[src/rtl/lpsd_pkg.sv]
package lpsd_pkg;

    localparam int PANEL_WIDTH  = 64;
    localparam int PANEL_HEIGHT = 64;
    localparam int LINE_PAIRS   = PANEL_HEIGHT / 2;
    localparam int COL_W        = $clog2(PANEL_WIDTH);
    localparam int LINE_W       = $clog2(LINE_PAIRS);
    localparam int HALF_ADDR_W  = LINE_W + COL_W;
    localparam int HALF_DEPTH   = LINE_PAIRS * PANEL_WIDTH;

    localparam int COORD_W      = 6;
    localparam int LEVEL_W      = 8;
    localparam int ROW_ADDR_W   = 5;
    localparam int DWELL_W      = 16;
    localparam int RGB_W        = 3;

    localparam logic [LEVEL_W-1:0] LEVEL_THRESHOLD = 8'd128;
    localparam logic [DWELL_W-1:0] DWELL_RESET     = 16'd100;

    localparam logic OP_PIXEL_WRITE = 1'b0;
    localparam logic OP_SCAN_TICK   = 1'b1;

    typedef struct packed {
        logic                  shift;
        logic                  latch;
        logic                  off;
        logic                  fend;
        logic [ROW_ADDR_W-1:0] row;
    } scan_event_t;

endpackage

[src/rtl/lpsd_scan_seq.sv]
module lpsd_scan_seq (
    input  logic                             clk,
    input  logic                             rst_n,
    input  logic                             cfg_wr_en,
    input  logic [lpsd_pkg::DWELL_W-1:0]      cfg_wr_data,
    input  logic                             tick,
    output lpsd_pkg::scan_event_t            ev,
    output logic [lpsd_pkg::HALF_ADDR_W-1:0]  rd_addr
);
    import lpsd_pkg::*;

    typedef enum logic [1:0] {
        PH_SHIFT = 2'd0,
        PH_LATCH = 2'd1,
        PH_LIT   = 2'd2
    } phase_t;

    phase_t             phase_reg;
    phase_t             phase_next;
    logic [COL_W-1:0]   column_reg;
    logic [COL_W-1:0]   column_next;
    logic [LINE_W-1:0]  line_reg;
    logic [LINE_W-1:0]  line_next;
    logic [DWELL_W-1:0] dwell_count_reg;
    logic [DWELL_W-1:0] dwell_count_next;
    logic [DWELL_W-1:0] dwell_ticks_reg;
    logic [DWELL_W-1:0] dwell_ticks_next;

    logic [DWELL_W-1:0] count_inc;
    logic [DWELL_W-1:0] limit;
    logic               dwell_done;

    assign count_inc  = dwell_count_reg + 1'b1;
    assign limit      = (dwell_ticks_reg == '0) ? DWELL_W'(1) : dwell_ticks_reg;
    assign dwell_done = count_inc >= limit;

    always_comb
    begin
        ev.row   = ROW_ADDR_W'(line_reg);
        ev.shift = 1'b0;
        ev.latch = 1'b0;
        ev.off   = 1'b1;
        ev.fend  = 1'b0;

        phase_next       = phase_reg;
        column_next      = column_reg;
        line_next        = line_reg;
        dwell_count_next = dwell_count_reg;
        dwell_ticks_next = cfg_wr_en ? cfg_wr_data : dwell_ticks_reg;

        case (phase_reg)
            PH_LATCH:
            begin
                ev.latch = 1'b1;
                if (tick)
                begin
                    phase_next       = PH_LIT;
                    dwell_count_next = '0;
                end
            end
            PH_LIT:
            begin
                ev.off  = 1'b0;
                ev.fend = dwell_done && (line_reg == LINE_W'(LINE_PAIRS - 1));
                if (tick)
                begin
                    dwell_count_next = count_inc;
                    if (dwell_done)
                    begin
                        phase_next       = PH_SHIFT;
                        column_next      = '0;
                        line_next        = line_reg + 1'b1;
                        dwell_count_next = '0;
                    end
                end
            end
            default:
            begin
                ev.shift = 1'b1;
                if (tick)
                begin
                    phase_next  = PH_SHIFT;
                    column_next = column_reg + 1'b1;
                    if (column_reg == COL_W'(PANEL_WIDTH - 1))
                    begin
                        phase_next = PH_LATCH;
                    end
                end
            end
        endcase
    end

    always_ff @(posedge clk or negedge rst_n)
    begin
        if (!rst_n)
        begin
            phase_reg       <= PH_SHIFT;
            column_reg      <= '0;
            line_reg        <= '0;
            dwell_count_reg <= '0;
            dwell_ticks_reg <= DWELL_RESET;
        end
        else
        begin
            phase_reg       <= phase_next;
            column_reg      <= column_next;
            line_reg        <= line_next;
            dwell_count_reg <= dwell_count_next;
            dwell_ticks_reg <= dwell_ticks_next;
        end
    end

    assign rd_addr = {line_reg, column_reg};

endmodule

[config.mk]
export PLATFORM = sky130hd
export DESIGN_NAME = lpsd_scan_seq
export DESIGN_NICKNAME = d
export VERILOG_FILES = /design/src/rtl/lpsd_pkg.sv /design/src/rtl/lpsd_scan_seq.sv
export SDC_FILE = /design/constraint.sdc
export NUM_CORES = 1
export LEC_CHECK = 0
export BUFFER_PORTS_ARGS = -buffer_cell sky130_fd_sc_hd__buf_2
export CORE_MARGIN = 2
export CORE_UTILIZATION = 52
export DETAILED_ROUTE_END_ITERATION = 6
export GPL_ROUTABILITY_DRIVEN = 1
export PLACE_DENSITY = 0.87
export SLEW_MARGIN = 20
export SYNTH_ARGS = -nofsm -noshare
export SYNTH_HDL_FRONTEND = slang
export SYNTH_SLANG_ARGS = --single-unit
[constraint.sdc]
create_clock -name clk -period 3.45 [get_ports clk]
set_clock_uncertainty 0.1 [all_clocks]
set_input_delay 0.69 -clock clk [delete_from_list [all_inputs] [get_ports clk]]
set_output_delay 0.69 -clock clk [all_outputs]
set_load 0.03 [all_outputs]
==> run summary, run 1 <==
DIE HEIGHT = 76.5 µm
Max Slew Vio Count = 0
Antenna Nets Post-Route = 0
H-Tree Level Count = 2
FF-to-FF setup slack = -230 ps
Post-Syn Instances = 290
Yosys reg bits = 45
Setup crit start kind = flip-flop
Routed vias/inst = 5.99
Max-Cap Viols = 0
Critical Path RT = 2660 ps
Core area = 0.00507 mm²
Final worst slack = -519 ps
Reg-to-reg critical path startpoint = dwell_count_reg[1]
Largest family of logic cells by synthesized area = simple AND/OR/NAND/NOR gates
CP arrival = 3180 ps
Leak pwr = 1.81 nW
Crit-path max cell delay = 420 ps
DR pass1 iterations = 5
First DRT Iteration DRCs = 202
Initial Utilization = 0.539
Worst slew pin tran = 590 ps
Synthesized area = 0.00273 mm²
Routed WL = 7.82 mm
Logic pwr share = 0.420
Worst path cell trace = ha_2, nand2_2, nor3_4, nand2_1, and2_1, or2_4, ha_4, nand4_1, nor3_2, nor4b_4, buf_4, nor3b_4, nor2_4, buf_6
Met3 Resource Use GR = 0.0379
Sequential power share = 0.388
Bufs on Longest Clock Path = 2
Clock share of power = 0.192
Min Clock Period, post-route = 3970 ps
Buffers plus inverters on the worst setup path = 2
Design Area, Final = 0.00364 mm²
Met1 global-route usage = 0.280
Switch Pwr = 0.000679 W
Hold WS = 284 ps
Synthesized Nets = 332
EDFF count, synth = 0
# IOs = 40
Leading cell type in the layout, fill and taps excluded = dfrtp_1
Pin count of the biggest net entering global routing = 46
Total die area = 0.00585 mm²
GRT Util Overall = 0.221
Setup violations, final = 14
Simple-Gate Fraction of Synth Area = 0.213
Met2 usage = 0.380
Post-Place Cells = 413
Reg2reg path depth = 16
Vias in the first global route = 2285
Post-Route Setup TNS = -2060 ps
Power density cells = 482 mW/mm²
P_int = 0.00107 W
Avg Inst Size Synth = 9.43 µm²
Worst Setup End Kind = primary output
Yosys cell types = 41
DP Area = 0.00324 mm²
Port-buffer cells = 39
Global-route wire length before repair = 10.5 mm
# nets final = 407
Remaining DRCs = 0
Ant. Diodes = 0
Setup repair after global routing missed its margin = true
Sw Ratio = 0.387
Post-synthesis compound-gate area fraction = 0.146
Number of cells on the critical path = 14
Drt wl/cell = 17.9 µm
Post-synthesis mux area share = 0.0325
Final worst-path cycle share = 1.15
Crit-path max FO = 3
Vias = 2612
Initial antenna violation count = 0
Main synth FF type = dfrtp_1
Routability cong. = 0.833
# clock sinks = 45
Grt ovf = 0
Max Clk Rate = 0.252 GHz
GRT busiest layer = met2
Most frequent cells in the layout = dfrtp_1, nand2_1, buf_2, buf_4, o21ai_0
Clock latency on the worst-skew pair = 310 ps
Ys async rst share = 1.00
Status = finished with violations
Worst path top cell family by delay = simple AND/OR/NAND/NOR gates
Violated checks = negative setup slack
Clock slew at reported path FFs = 90 ps
Seq/Total Area, Yosys = 0.413
Share of layout cells above drive strength 1 = 0.385
Relative slew slack = 0.607
Synthesis-to-layout area growth = 33.1%
Worst vdd ir = 0.529 mV
Num rows = 26
WS Path Type = reg2out
Dpl hpwl = 4.45 mm
CTS Root Cell = clkbuf_8
Post-synthesis adder-cell area fraction = 0.101
CTS tree = yes
Post-Layout Cell Count = 436
Max stage delay cell, worst path = dfrtp_1
Synth Warn # = 0
Xor/xnor cell area share of the yosys netlist = 0.0352
R2R Path End = phase_reg[0]
Final Hold Vio Count = 0
Chip width = 76.5 µm
Worst hold path class = in2async
CTS buffer count = 5
metrics by stage:
stage	util	power, W	setup WS, ps
global placement	0.639	0.00131	-69.8
floorplan	-	0.00115	6.57
finish	0.717	0.00175	-519
detailed placement	0.639	0.00133	-163
global route	0.717	0.00184	-623
CTS	0.679	0.00170	-366
timing repair:
action	4_1_cts	5_1_grt
setup endpoints to repair	6	17
buffers inserted	5	8
gates resized for setup	15	19
hold buffers	0	0
cloned	0	2
pin swaps	10	16
how the worst max path moves through the flow:
stage | start | to | slack (ps)
final | dwell_count_reg[1] | ev[5] | -520
after global routing | dwell_count_reg[1] | ev[5] | -620
after CTS | dwell_count_reg[4] | ev[5] | -370
after detailed placement | dwell_count_reg[0] | ev[5] | -160
after global placement | dwell_count_reg[2] | ev[5] | -70
after floorplan | dwell_count_reg[6] | ev[5] | 7
power groups by stage:
stage	combinational, W	clock, W	sequential, W
2_1_floorplan	0.000413	0	0.000735
3_3_place_gp	0.000629	0	0.000677
3_5_place_dp	0.000648	0	0.000685
4_1_cts	0.000690	0.000334	0.000672
5_1_grt	0.000789	0.000355	0.000691
6_report	0.000737	0.000336	0.000680
cell usage after synthesis, types with 3 or more instances:
cell type,instances,area [µm²]
o2bb2ai_1,4,35.0
xor2_1,4,35.0
a22o_1,4,35.0
ha_1,22,275
nor2_1,12,45.0
dfstp_2,3,78.8
a31oi_1,8,50.1
a21oi_1,11,55.1
o21ai_0,26,130
nand2_1,43,161
and3_1,5,31.3
nor3_1,8,40.0
nor4_1,5,31.3
and2_1,4,25.0
dfrtp_1,42,1050
buf_4,7,52.6
o21a_1,3,22.5
mux2_2,7,78.8
or2_2,6,37.5
clkbuf_1,4,15.0
nor2b_1,4,25.0
inv_1,21,78.8
nand3_1,10,50.1
xnor2_1,7,61.3
final cells by class:
class | count | area [µm²]
Multi-Input combinational cell | 211 | 1670
Sequential cell | 45 | 1130
Clock inverter | 2 | 15.0
Clock buffer | 6 | 72.6
Fill cell | 337 | 1440
Inverter | 21 | 78.8
Timing Repair Buffer | 81 | 582
Tap cell | 70 | 87.6
worst register-to-register path, stage by stage, from the launching register on:
cell and delay, ps:
dfrtp_1 420, ha_2 240, nand2_2 110, nor3_4 210
nand2_1 100, and2_1 190, or2_4 260, ha_4 260
nand4_1 160, nor3_2 230, nor4b_4 240, buf_4 180
nor3b_4 60, buf_4 150, buf_8 130, a21boi_2 180
mux2_2 350
layer usage:
layer	vias to the layer above	wire, µm
met5	-	0
met4	0	350
met3	44	440
met2	125	4070
met1	1286	2960
li1	1157	-
cells by family after synthesis:
logic type               Yosys count
AND/OR/NAND/NOR                  109
XOR/XNOR                          11
AO/OA/AOI/OAI                     61
buffers and inverters             34
multiplexers                       8
adder cells (fa/ha/maj)           22
flip-flops                        45
No activity file was read; power rests on OpenSTA's default activity.
==> run 2, diff against run 1 <==
--- a/config.mk
+++ b/config.mk
@@ -11,6 +11,7 @@
 export DETAILED_ROUTE_END_ITERATION = 6
 export GPL_ROUTABILITY_DRIVEN = 1
 export PLACE_DENSITY = 0.87
+export SKIP_LAST_GASP = 1
 export SLEW_MARGIN = 20
 export SYNTH_ARGS = -nofsm -noshare
 export SYNTH_HDL_FRONTEND = slang
==> run summary, run 2 (synthesis results as in run 1) <==
Post-Place Cells = 413
Chip width = 76.5 µm
Most common cell on crit path = ha_2
Global-route wire length before repair = 10.5 mm
Reg2reg path depth = 15
Worst path cell trace = ha_2, nand2_2, or2_4, o21a_1, or2_2, ha_2, nand2_1, nor3_2, nor4b_4, buf_4, nor3b_4, nor2_4, buf_6
Sw Ratio = 0.387
WS Path Type = reg2out
Buffers plus inverters on the worst setup path = 2
Crit-path max cell delay = 420 ps
Ant. Diodes = 0
Leading cell type in the layout, fill and taps excluded = dfrtp_1
Share of layout cells above drive strength 1 = 0.383
Antenna Nets Post-Route = 0
Clock share of power = 0.191
Initial antenna violation count = 0
Routed WL = 7.76 mm
Most frequent cells in the layout = dfrtp_1, nand2_1, buf_2, buf_4, o21ai_0
Setup crit start kind = flip-flop
First DRT Iteration DRCs = 267
Grt ovf = 0
CTS Root Cell = clkbuf_8
Setup repair after global routing missed its margin = true
P_int = 0.00107 W
Post-Layout Cell Count = 436
Sequential power share = 0.388
Bufs on Longest Clock Path = 2
Synthesis-to-layout area growth = 32.9%
Final worst slack = -550 ps
H-Tree Level Count = 2
Port-buffer cells = 39
Power density cells = 483 mW/mm²
Worst path top cell family by delay = simple AND/OR/NAND/NOR gates
Worst slew pin tran = 584 ps
Vias in the first global route = 2285
Final Hold Vio Count = 0
GRT Util Overall = 0.221
DR pass1 iterations = 6
Final worst-path cycle share = 1.16
Max Clk Rate = 0.250 GHz
Number of cells on the critical path = 13
Critical Path RT = 2660 ps
Switch Pwr = 0.000679 W
Status = finished with violations
Worst Setup End Kind = primary output
Worst vdd ir = 0.528 mV
Clock latency on the worst-skew pair = 310 ps
Routed vias/inst = 5.88
Violated checks = negative setup slack
Min Clock Period, post-route = 4000 ps
Crit-path max FO = 3
Final Total Pwr = 0.00175 W
Final Util = 0.716
Max Slew Vio Count = 0
# clock sinks = 45
Clock slew at reported path FFs = 90 ps
Max-Cap Viols = 0
Drt wl/cell = 17.8 µm
Setup violations, final = 20
Num rows = 26
Leak pwr = 1.81 nW
CTS tree = yes
Initial Utilization = 0.539
Total die area = 0.00585 mm²
Core area = 0.00507 mm²
Max stage delay cell, worst path = dfrtp_1
# nets final = 407
Relative slew slack = 0.611
CP arrival = 3210 ps
Pin count of the biggest net entering global routing = 46
# IOs = 40
Logic pwr share = 0.421
Remaining DRCs = 0
Vias = 2564
Routability cong. = 0.833
Worst hold path class = in2async
Dpl hpwl = 4.45 mm
DIE HEIGHT = 76.5 µm
CTS buffer count = 5
-- run 2: timing repair --
action                                  4_1_cts  5_1_grt
gates resized for setup                      15       17
setup buffers                                 5        8
endpoints found under the setup margin        6       17
pin swaps                                    10       14
hold buffers                                  0        0
cloned                                        0        2
-- run 2: worst paths after layout --
check,endpoint,slack (ps),from
setup / recovery,ev[5],-550,dwell_count_reg[1]
hold / removal,column_reg[0],280,rst_n
setup reg to reg,phase_reg[0],-260,dwell_count_reg[1]
hold reg to reg,line_reg[3],430,line_reg[3]
max in group asynchronous,dwell_ticks_reg[4],2570,rst_n
min in group clk,line_reg[3],430,line_reg[3]
-- run 2: worst register-to-register path: stages (launching register included) --
cell and delay (ps):
dfrtp_1 420, ha_2 230, nand2_2 100, or2_4 260
o21a_1 190, or2_2 330, ha_2 360, nand2_1 80
nor3_2 230, nor4b_4 240, buf_4 190, nor3b_4 60
buf_4 150, buf_8 130, a21boi_2 180, mux2_2 350
-- run 2: metal layers --
metal	up-vias	wire [µm]	track usage
met1	1241	3000	0.280
met2	128	3910	0.380
met4	0	411	0.0818
met5	-	0	0
li1	1155	-	-
met3	40	435	0.0379
-- run 2: area by class of cell --
class                           count  area, µm²
Tap cell                           70       87.6
Clock inverter                      2       15.0
Multi-Input combinational cell    211       1670
Inverter                           21       78.8
Clock buffer                        6       72.6
Timing Repair Buffer               81        582
Fill cell                         340       1440
Sequential cell                    45       1130
-- run 2: per-stage QoR --
| step | setup WS (ps) | hold slack, ps | instance area [µm²] | TNS [ps] |
|---|---|---|---|---|
| after floorplan | 6.57 | 294 | 2840 | 0 |
| after global placement | -69.8 | 384 | 3240 | -69.8 |
| after detailed placement | -163 | 404 | 3240 | -348 |
| after CTS | -366 | 427 | 3440 | -366 |
| after global routing | -622 | 326 | 3630 | -4780 |
| final | -550 | 284 | 3630 | -2610 |
-- run 2: power groups by stage --
stage	clock network (W)	logic, W	registers (W)
6_report	0.000335	0.000739	0.000680
5_1_grt	0.000355	0.000790	0.000691
4_1_cts	0.000334	0.000690	0.000672
3_5_place_dp	0	0.000648	0.000685
3_3_place_gp	0	0.000629	0.000677
2_1_floorplan	0	0.000413	0.000735
